--- src/rtl/cslex_pkg.sv ---
// Shared types, codes and character-class helpers for the C subset lexer.
package cslex_pkg;

  localparam int MAX_TOKEN_LEN_DEF = 255;
  localparam int LEN_W             = 8;
  localparam int POS_W             = 32;
  localparam int CHAR_W            = 8;
  localparam int KIND_W            = 3;
  localparam int PREFIX_DEPTH      = 6;
  localparam int NKEYWORDS         = 11;
  localparam int KW_W              = PREFIX_DEPTH * CHAR_W;
  localparam int QDEPTH            = 4;

  localparam logic [KIND_W-1:0] KIND_IDENT   = 3'd0;
  localparam logic [KIND_W-1:0] KIND_NUMBER  = 3'd1;
  localparam logic [KIND_W-1:0] KIND_ARITH   = 3'd2;
  localparam logic [KIND_W-1:0] KIND_REL     = 3'd3;
  localparam logic [KIND_W-1:0] KIND_KEYWORD = 3'd4;
  localparam logic [KIND_W-1:0] KIND_OTHER   = 3'd5;
  localparam logic [KIND_W-1:0] KIND_END     = 3'd6;

  localparam logic MODE_CHAR = 1'b0;
  localparam logic MODE_END  = 1'b1;

  // Keyword text with the first character in the low byte, so strings read reversed.
  localparam logic [KW_W-1:0] KW_TEXT [NKEYWORDS] = '{
    KW_W'("tni"), KW_W'("taolf"), KW_W'("elbuod"), KW_W'("niam"),
    KW_W'("loob"), KW_W'("nruter"), KW_W'("rahc"), KW_W'("tcurts"),
    KW_W'("diov"), KW_W'("fi"), KW_W'("esle")
  };
  localparam logic [LEN_W-1:0] KW_LEN [NKEYWORDS] = '{
    8'd3, 8'd5, 8'd6, 8'd4, 8'd4, 8'd6, 8'd4, 8'd6, 8'd4, 8'd2, 8'd4
  };

  typedef struct packed {
    logic              mode;
    logic [CHAR_W-1:0] ch;
  } in_item_t;

  typedef struct packed {
    logic [KIND_W-1:0] token_kind;
    logic [POS_W-1:0]  start_offset;
    logic [LEN_W-1:0]  token_length;
    logic              last_of_run;
  } out_item_t;

  // Up to two results caused by one input transfer, item0 first.
  typedef struct packed {
    logic [1:0] cnt;
    out_item_t  item0;
    out_item_t  item1;
  } res_pair_t;

  function automatic logic is_space(input logic [CHAR_W-1:0] c);
    return (c == " ") || (c >= 8'd9 && c <= 8'd13);
  endfunction

  function automatic logic is_alpha(input logic [CHAR_W-1:0] c);
    return (c >= "a" && c <= "z") || (c >= "A" && c <= "Z");
  endfunction

  function automatic logic is_digit(input logic [CHAR_W-1:0] c);
    return c >= "0" && c <= "9";
  endfunction

  function automatic logic is_rel(input logic [CHAR_W-1:0] c);
    return (c == ">") || (c == "<") || (c == "=") || (c == "!");
  endfunction

  function automatic logic is_arith(input logic [CHAR_W-1:0] c);
    return (c == "+") || (c == "*") || (c == "/") || (c == "-");
  endfunction

  // Prefix bytes past the length are zero, so a full-width compare is exact.
  function automatic logic kw_match(input logic [LEN_W-1:0] len,
                                    input logic [KW_W-1:0] pfx);
    logic hit;
    hit = 1'b0;
    for (int i = 0; i < NKEYWORDS; i++) begin
      if (len == KW_LEN[i] && pfx == KW_TEXT[i]) hit = 1'b1;
    end
    return hit;
  endfunction

endpackage

--- src/rtl/c_subset_lexer_unit.sv ---
// Top level of the streaming C subset lexer.
//
//  channel | dir | handshake           | payload
//  --------+-----+---------------------+--------------------------------------------
//  input   | in  | in_valid / in_ready | in_data  : mode, ch (one byte per transfer)
//  result  | out | out_valid/out_ready | out_data : token_kind, start_offset,
//          |     |                     |            token_length, last_of_run
//
// One character per cycle while in_ready is high: the scanner updates its state in
// the cycle of the transfer and writes its results into a four-entry result buffer,
// read one per cycle while out_ready is high. Ending a token and emitting another
// pushes two results; in_ready drops when the buffer holds more than two results.
// Synchronous reset clears scanner state and empties the buffer; no clearing pass.
module c_subset_lexer_unit #(
  parameter int MAX_TOKEN_LEN = cslex_pkg::MAX_TOKEN_LEN_DEF
) (
  input  logic                 clk,
  input  logic                 rst,
  input  logic                 in_valid,
  output logic                 in_ready,
  input  cslex_pkg::in_item_t  in_data,
  output logic                 out_valid,
  input  logic                 out_ready,
  output cslex_pkg::out_item_t out_data
);
  import cslex_pkg::*;

  logic      fire;
  res_pair_t res;

  assign fire = in_valid && in_ready;

  cslex_scan #(
    .MAX_TOKEN_LEN(MAX_TOKEN_LEN)
  ) u_scan (
    .clk    (clk),
    .rst    (rst),
    .fire   (fire),
    .in_data(in_data),
    .res    (res)
  );

  cslex_rbuf u_rbuf (
    .clk      (clk),
    .rst      (rst),
    .push     (fire),
    .res      (res),
    .room     (in_ready),
    .out_valid(out_valid),
    .out_ready(out_ready),
    .out_data (out_data)
  );

endmodule

--- src/rtl/cslex_scan.sv ---
// Scanner state and per-character token logic; yields up to two results per transfer.
module cslex_scan #(
  parameter int MAX_TOKEN_LEN = cslex_pkg::MAX_TOKEN_LEN_DEF
) (
  input  logic                 clk,
  input  logic                 rst,
  input  logic                 fire,
  input  cslex_pkg::in_item_t  in_data,
  output cslex_pkg::res_pair_t res
);
  import cslex_pkg::*;

  localparam int LEN_CAP_I = (MAX_TOKEN_LEN < 255) ? MAX_TOKEN_LEN : 255;
  localparam logic [LEN_W-1:0] LEN_CAP = LEN_W'(LEN_CAP_I);
  localparam int PIDX_W = $clog2(PREFIX_DEPTH);

  localparam logic [1:0] PH_IDLE   = 2'd0;
  localparam logic [1:0] PH_IDENT  = 2'd1;
  localparam logic [1:0] PH_NUMBER = 2'd2;
  localparam logic [1:0] PH_REL    = 2'd3;

  logic [1:0]                          phase, phase_next;
  logic [CHAR_W-1:0]                   rel_char, rel_char_next;
  logic [PREFIX_DEPTH-1:0][CHAR_W-1:0] prefix, prefix_next;
  logic [LEN_W-1:0]                    cur_len, cur_len_next;
  logic [POS_W-1:0]                    cur_start, cur_start_next;
  logic [POS_W-1:0]                    byte_pos, byte_pos_next;

  logic              fin_v, sec_v, do_start;
  out_item_t         fin_rec, sec_rec;
  logic [CHAR_W-1:0] c;

  always_comb begin
    c              = in_data.ch;
    phase_next     = phase;
    rel_char_next  = rel_char;
    prefix_next    = prefix;
    cur_len_next   = cur_len;
    cur_start_next = cur_start;
    byte_pos_next  = byte_pos;
    fin_v          = 1'b0;
    sec_v          = 1'b0;
    do_start       = 1'b0;
    sec_rec        = '0;

    fin_rec              = '0;
    fin_rec.start_offset = cur_start;
    case (phase)
      PH_IDENT: begin
        fin_rec.token_kind   = kw_match(cur_len, prefix) ? KIND_KEYWORD : KIND_IDENT;
        fin_rec.token_length = cur_len;
      end
      PH_NUMBER: begin
        fin_rec.token_kind   = KIND_NUMBER;
        fin_rec.token_length = cur_len;
      end
      PH_REL: begin
        fin_rec.token_kind   = (rel_char == "=") ? KIND_OTHER : KIND_REL;
        fin_rec.token_length = LEN_W'(1);
      end
      default: begin
        fin_rec.token_kind   = KIND_OTHER;
        fin_rec.token_length = '0;
      end
    endcase

    if (in_data.mode == MODE_END) begin
      fin_v                = (phase != PH_IDLE);
      sec_v                = 1'b1;
      sec_rec.token_kind   = KIND_END;
      sec_rec.start_offset = byte_pos;
      sec_rec.token_length = '0;
      phase_next           = PH_IDLE;
    end else begin
      byte_pos_next = byte_pos + POS_W'(1);
      case (phase)
        PH_IDENT: begin
          if (is_alpha(c) || is_digit(c) || c == "_") begin
            if (cur_len < LEN_W'(PREFIX_DEPTH)) prefix_next[cur_len[PIDX_W-1:0]] = c;
            if (cur_len < LEN_CAP) cur_len_next = cur_len + LEN_W'(1);
          end else begin
            fin_v    = 1'b1;
            do_start = 1'b1;
          end
        end
        PH_NUMBER: begin
          if (is_digit(c) || c == ".") begin
            if (cur_len < LEN_CAP) cur_len_next = cur_len + LEN_W'(1);
          end else begin
            fin_v    = 1'b1;
            do_start = 1'b1;
          end
        end
        PH_REL: begin
          if (c == "=") begin
            sec_v                = 1'b1;
            sec_rec.token_kind   = KIND_REL;
            sec_rec.start_offset = cur_start;
            sec_rec.token_length = LEN_W'(2);
            phase_next           = PH_IDLE;
          end else begin
            fin_v    = 1'b1;
            do_start = 1'b1;
          end
        end
        default: begin
          do_start = 1'b1;
        end
      endcase

      if (do_start) begin
        phase_next = PH_IDLE;
        if (is_space(c)) begin
          phase_next = PH_IDLE;
        end else if (is_alpha(c)) begin
          phase_next     = PH_IDENT;
          prefix_next    = '0;
          prefix_next[0] = c;
          cur_start_next = byte_pos;
          cur_len_next   = LEN_W'(1);
        end else if (is_digit(c)) begin
          phase_next     = PH_NUMBER;
          cur_start_next = byte_pos;
          cur_len_next   = LEN_W'(1);
        end else if (is_rel(c)) begin
          phase_next     = PH_REL;
          rel_char_next  = c;
          cur_start_next = byte_pos;
          cur_len_next   = LEN_W'(1);
        end else begin
          // NUL and every byte outside the classes above land here, as arith or else as other
          sec_v                = 1'b1;
          sec_rec.token_kind   = is_arith(c) ? KIND_ARITH : KIND_OTHER;
          sec_rec.start_offset = byte_pos;
          sec_rec.token_length = LEN_W'(1);
        end
      end
    end

    res = '0;
    if (fin_v) begin
      res.cnt               = sec_v ? 2'd2 : 2'd1;
      res.item0             = fin_rec;
      res.item0.last_of_run = !sec_v;
      res.item1             = sec_rec;
      res.item1.last_of_run = 1'b1;
    end else if (sec_v) begin
      res.cnt               = 2'd1;
      res.item0             = sec_rec;
      res.item0.last_of_run = 1'b1;
    end
  end

  always_ff @(posedge clk) begin
    if (rst) begin
      phase     <= PH_IDLE;
      rel_char  <= '0;
      prefix    <= '0;
      cur_len   <= '0;
      cur_start <= '0;
      byte_pos  <= '0;
    end else if (fire) begin
      phase     <= phase_next;
      rel_char  <= rel_char_next;
      prefix    <= prefix_next;
      cur_len   <= cur_len_next;
      cur_start <= cur_start_next;
      byte_pos  <= byte_pos_next;
    end
  end

  a_end_emits_end: assert property (@(posedge clk) disable iff (rst)
    (fire && in_data.mode == MODE_END) |->
      ((res.cnt == 2'd1 && res.item0.token_kind == KIND_END) ||
       (res.cnt == 2'd2 && res.item1.token_kind == KIND_END)))
    else $error("end transfer without end token");

  a_len_capped: assert property (@(posedge clk) disable iff (rst)
    cur_len <= LEN_CAP)
    else $error("token length above cap");

  a_pos_steps: assert property (@(posedge clk) disable iff (rst)
    (fire && in_data.mode == MODE_CHAR) |=> byte_pos == $past(byte_pos) + POS_W'(1))
    else $error("byte position did not advance");

endmodule

--- src/rtl/cslex_rbuf.sv ---
// Result buffer: takes up to two results per cycle, delivers one per cycle while out_ready is high.
module cslex_rbuf (
  input  logic                 clk,
  input  logic                 rst,
  input  logic                 push,
  input  cslex_pkg::res_pair_t res,
  output logic                 room,
  output logic                 out_valid,
  input  logic                 out_ready,
  output cslex_pkg::out_item_t out_data
);
  import cslex_pkg::*;

  localparam int PTR_W = $clog2(QDEPTH);
  localparam int CNT_W = $clog2(QDEPTH + 1);

  out_item_t          q [QDEPTH];
  logic [PTR_W-1:0]   wr_ptr, rd_ptr;
  logic [CNT_W-1:0]   count;
  logic [CNT_W-1:0]   n_in;
  logic               pop;

  assign n_in      = push ? CNT_W'(res.cnt) : '0;
  assign pop       = out_valid && out_ready;
  assign out_valid = (count != '0);
  assign out_data  = q[rd_ptr];
  // Room for a worst-case pair is judged on the registered count only.
  assign room      = (count <= CNT_W'(QDEPTH - 2));

  always_ff @(posedge clk) begin
    if (n_in != '0) q[wr_ptr] <= res.item0;
    if (n_in == CNT_W'(2)) q[wr_ptr + PTR_W'(1)] <= res.item1;
  end

  always_ff @(posedge clk) begin
    if (rst) begin
      wr_ptr <= '0;
      rd_ptr <= '0;
      count  <= '0;
    end else begin
      wr_ptr <= wr_ptr + PTR_W'(n_in);
      if (pop) rd_ptr <= rd_ptr + PTR_W'(1);
      count <= count + n_in - CNT_W'(pop);
    end
  end

  a_no_overflow: assert property (@(posedge clk) disable iff (rst)
    count <= CNT_W'(QDEPTH))
    else $error("result buffer overflow");

  a_push_has_room: assert property (@(posedge clk) disable iff (rst)
    push |-> room)
    else $error("push without room");

  a_stall_holds: assert property (@(posedge clk) disable iff (rst)
    (out_valid && !out_ready) |=> (out_valid && $stable(out_data)))
    else $error("stalled result changed");

endmodule
--- config.mk ---
export PLATFORM = sky130hd
export DESIGN_NAME = c_subset_lexer_unit
export DESIGN_NICKNAME = d
export VERILOG_FILES = /design/src/rtl/cslex_pkg.sv /design/src/rtl/c_subset_lexer_unit.sv /design/src/rtl/cslex_scan.sv /design/src/rtl/cslex_rbuf.sv
export SDC_FILE = /design/constraint.sdc
export NUM_CORES = 1
export LEC_CHECK = 0
export BUFFER_PORTS_ARGS = -buffer_cell sky130_fd_sc_hd__buf_2
export CAP_MARGIN = 20
export CORE_MARGIN = 5
export CORE_UTILIZATION = 40
export CTS_CLUSTER_SIZE = 28
export DETAILED_ROUTE_END_ITERATION = 10
export GPL_TIMING_DRIVEN = 0
export PLACE_DENSITY_LB_ADDON = 0.2
export RECOVER_POWER = 25
export SETUP_SLACK_MARGIN = 0.02
export SLEW_MARGIN = 0
export SYNTH_ARGS = -nofsm -noshare
export SYNTH_HDL_FRONTEND = slang
export SYNTH_HIERARCHICAL = 1
export SYNTH_SLANG_ARGS = --single-unit
--- constraint.sdc ---
create_clock -name clk -period 12.2 [get_ports clk]
set_input_delay 0.61 -clock clk [delete_from_list [all_inputs] [get_ports clk]]
set_output_delay 0.61 -clock clk [all_outputs]
set_load 0.005 [all_outputs]
==> results.py <==
metrics = {
    "route": {
        "first_iter_violations": 877,
        "routed_wl_um": 45900,
        "first_pass_iters": 5,
        "post_drt_wl_per_cell_um": 22.1,
        "routed-via-count": 11750,
        "antenna_left": 0,
        "via_per_inst": 5.65,
        "remaining_drc_errors": 0,
    },
    "logic_synthesis": {
        "ys.flop_type": "edfxtp_1",
        "synth.distinct_cells": 83,
        "synth_common_cells": "176 x edfxtp_1, 139 x dfxtp_1, 132 x mux2_2, 124 x nand2_1, 100 x nor2_1",
        "yosysMostFrequentCell": "edfxtp_1",
        "synthTopCellsByArea": "edfxtp_1 32%, dfxtp_1 17%, mux2_2 9.1%",
        "yosys_warnings": 6,
        "synth-edff-count": 176,
        "synthArstFlopShare_pct": 0,
        "yosysSeqAreaShare_pct": 49.2,
        "synth.top_cell.area_share_pct": 32.2,
        "netlist_area_mm2": 0.0164,
        "synth_top_cell_by_area": "edfxtp_1",
        "syn_inst": 1410,
        "avgSynthCellArea_um2": 11.6,
        "ys_seq_elements": 315,
    },
    "worst_setup_path": {
        "path_class": "in -> reg",
        "r2r_setup_slack_ns": 7.25,
        "worst_setup_path_start_kind": "input pin",
        "cp_cell_sequence": "clkbuf_1 > nor3b_1 > nand3_1 > a221o_1 > a21oi_1 > o31a_1 > buf_2 > clkinv_1 > buf_2 > ha_1 > buf_4 > buf_2 > nor4b_4 > buf_2 > mux2_2",
        "cp_common_cell": "buf_2",
        "worstSetupStartpoint": "in_data[5]",
        "r2r_end": "u_rbuf/q[2][29]$_DFFE_PP_",
        "slowest_stage": "nor3b_1",
        "critical_path_buf_inv_count": 7,
        "endpoint_kind": "register",
        "cp-endpoint": "u_rbuf/q[2][29]$_DFFE_PP_",
        "cpLargestDelayFamily": "buffers and inverters",
        "rr_worst_depth": 15,
        "slowest_delay_ns": 0.74,
        "path_depth": 15,
        "cp.required_ns": 12.49,
        "regToRegStartpoint": "u_scan/phase[0]$_SDFFE_PP0P_",
        "arrival_ns": 5.66,
        "path_max_fanout": 11,
    },
    "die": {
        "rows": 74,
        "fp.dieW_um": 212,
        "initial_core_util_pct": 40.3,
        "design.core.area_mm2": 0.0406,
        "pin_count": 59,
        "die_area_mm2": 0.0451,
        "die_y_um": 212,
    },
    "cells_and_area": {
        "fillers": 3750,
        "nNetsFinal": 1547,
        "antennaDiodeCount": 0,
        "syn2layout_area_growth_pct": 13.3,
        "drive_above_1_share_pct": 25.3,
    },
    "global_routing": {
        "grt_pass1_vias": 11657,
        "antenna_found_initial": 0,
        "grt-ovfl-total": 0,
        "busiest_layer": "met2",
        "grt_start_max_net_pins": 28,
        "gr-usage-met1_pct": 28.9,
        "grt_use_met2_pct": 32.4,
        "grtUsageTotal_pct": 20.3,
        "met3_usage_pct": 3.51,
        "grt_pass1_wl_um": 71300,
    },
    "timing": {
        "period_share_pct": 44.0,
        "setup_viol": 0,
        "rsz0062_at_grt": "false",
        "worst_pin_slew_ns": 1.69,
        "drv_slew": 6,
        "hold_slack_ns": 0.420,
        "skew_ns": 0.0133,
        "maxSlewHeadroom_pct": -15.3,
        "max_clock_freq_mhz": 186,
        "tns_ns": 0,
        "hold_violations": 0,
        "min_period_ns": 5.37,
    },
    "power": {
        "vdd_drop_max_mv": 0.0811,
        "p_leak_nw": 6.47,
        "finalPower_mw": 2.80,
        "powerDensity_mw_per_mm2": 151,
    },
    "place": {
        "gp_congestion": 0.900,
        "port_buffers": 58,
        "hpwl_um": 31700,
    },
    "clock_tree": {
        "clock_latency_ns": 0.55,
        "clock_path_buffers": 3,
        "clkSinkCount": 315,
        "cts_hold_buf": 0,
        "cts_tree": "built",
        "clk_pin_slew_ns": 0.05,
        "ctsResizeCount": 0,
        "cts_made_buffers": 38,
        "htreeDepth": 2,
        "cts_setup_buffers": 0,
        "cts_root_buffer": "clkbuf_16",
    },
    "min_path": {
        "hold_start": "rst",
        "hp-class": "in -> reg",
    },
    "outcome": {
        "failed_checks": "max-capacitance violations, max-slew violations",
        "run_status": "finished with violations",
    },
    "job": {
        "drv_cap": 1,
    },
}
-- metal layers --
| layer | up-vias | share of wire (%) | routed length [um] |
|---|---|---|---|
| li1 | 5530 | - | - |
| met2 | 351 | 47 | 21400 |
| met3 | 59 | 5.8 | 2660 |
| met4 | 0 | 2.1 | 963 |
| met1 | 5810 | 45 | 20900 |
| met5 | - | 0 | 0 |
-- cell usage in the layout (no fill, tap or decap), drive strengths merged, types with 38 or more instances in the layout --
| cell | n |
|---|---|
| mux2 | 178 |
| nand2 | 126 |
| a21oi | 54 |
| buf | 107 |
| edfxtp | 176 |
| o21ai | 38 |
| clkbuf | 110 |
| nor2 | 100 |
| nand3 | 78 |
| dfxtp | 139 |
| mux4 | 44 |
-- state kept, by name, summed over array words and instances, names as in the netlist, named ones only --
name,count
u_scan/byte_pos,32
u_scan/rel_char,8
u_rbuf/count,3
u_scan/cur_len,8
u_scan/phase,2
u_scan/cur_start,32
u_rbuf/wr_ptr,2
u_rbuf/q,176
u_rbuf/rd_ptr,2
u_scan/prefix,48
-- through the flow --
stage               instances  area, um^2  util, %  worst slack [ns]
floorplan                1415       16400        -              6.68
global placement         2005       17400     42.7              4.20
detailed placement       2009       17500     43.0              6.71
CTS                      2078       18600     45.8              7.21
global route             2078       18600     45.7              6.45
finish                   2078       18600     45.7              6.83
-- layout make-up --
type                            count  area, um^2  share of cell area [%]
Buffer                            105         519                    2.80
Clock buffer                       50        1040                    5.59
Clock inverter                     19         120                   0.647
Inverter                           19        71.3                   0.384
Multi-Input combinational cell    976        7720                    41.6
Sequential cell                   315        8070                    43.4
Tap cell                          532         666                    3.58
Timing Repair Buffer               62         364                    1.96
-- kinds of logic after synthesis --
kind of cell | after synthesis | synth area share (%)
buffers and inverters | 124 | 3.63
adder cells (fa/ha/maj) | 17 | 1.34
AND/OR/NAND/NOR | 471 | 14.7
flip-flops | 315 | 49.2
XOR/XNOR | 34 | 1.82
AO/OA/AOI/OAI | 214 | 9.31
multiplexers | 234 | 19.9
other | 1 | 0.0229
-- worst min-delay path by stage --
| stage | end | slack [ns] | cells after the start |
|---|---|---|---|
| after global placement | u_scan/rel_char[5]$_SDFFE_PP0P_ | 0.45 | 2 |
| after floorplan | u_scan/rel_char[5]$_SDFFE_PP0P_ | 0.43 | 2 |
| after CTS | u_rbuf/rd_ptr[0]$_SDFFE_PP0P_ | 0.41 | 2 |
| after global routing | u_rbuf/rd_ptr[0]$_SDFFE_PP0P_ | 0.43 | 2 |
| after detailed placement | u_scan/rel_char[5]$_SDFFE_PP0P_ | 0.45 | 2 |
| final | u_rbuf/rd_ptr[0]$_SDFFE_PP0P_ | 0.42 | 2 |
-- power by group --
| part | total (mW) | internal [mW] | switching, mW |
|---|---|---|---|
| combinational | 0.512 | 0.234 | 0.278 |
| clock | 1.06 | 0.620 | 0.443 |
| sequential | 1.22 | 1.20 | 0.0234 |
No activity file was read; power rests on OpenSTA's default activity.
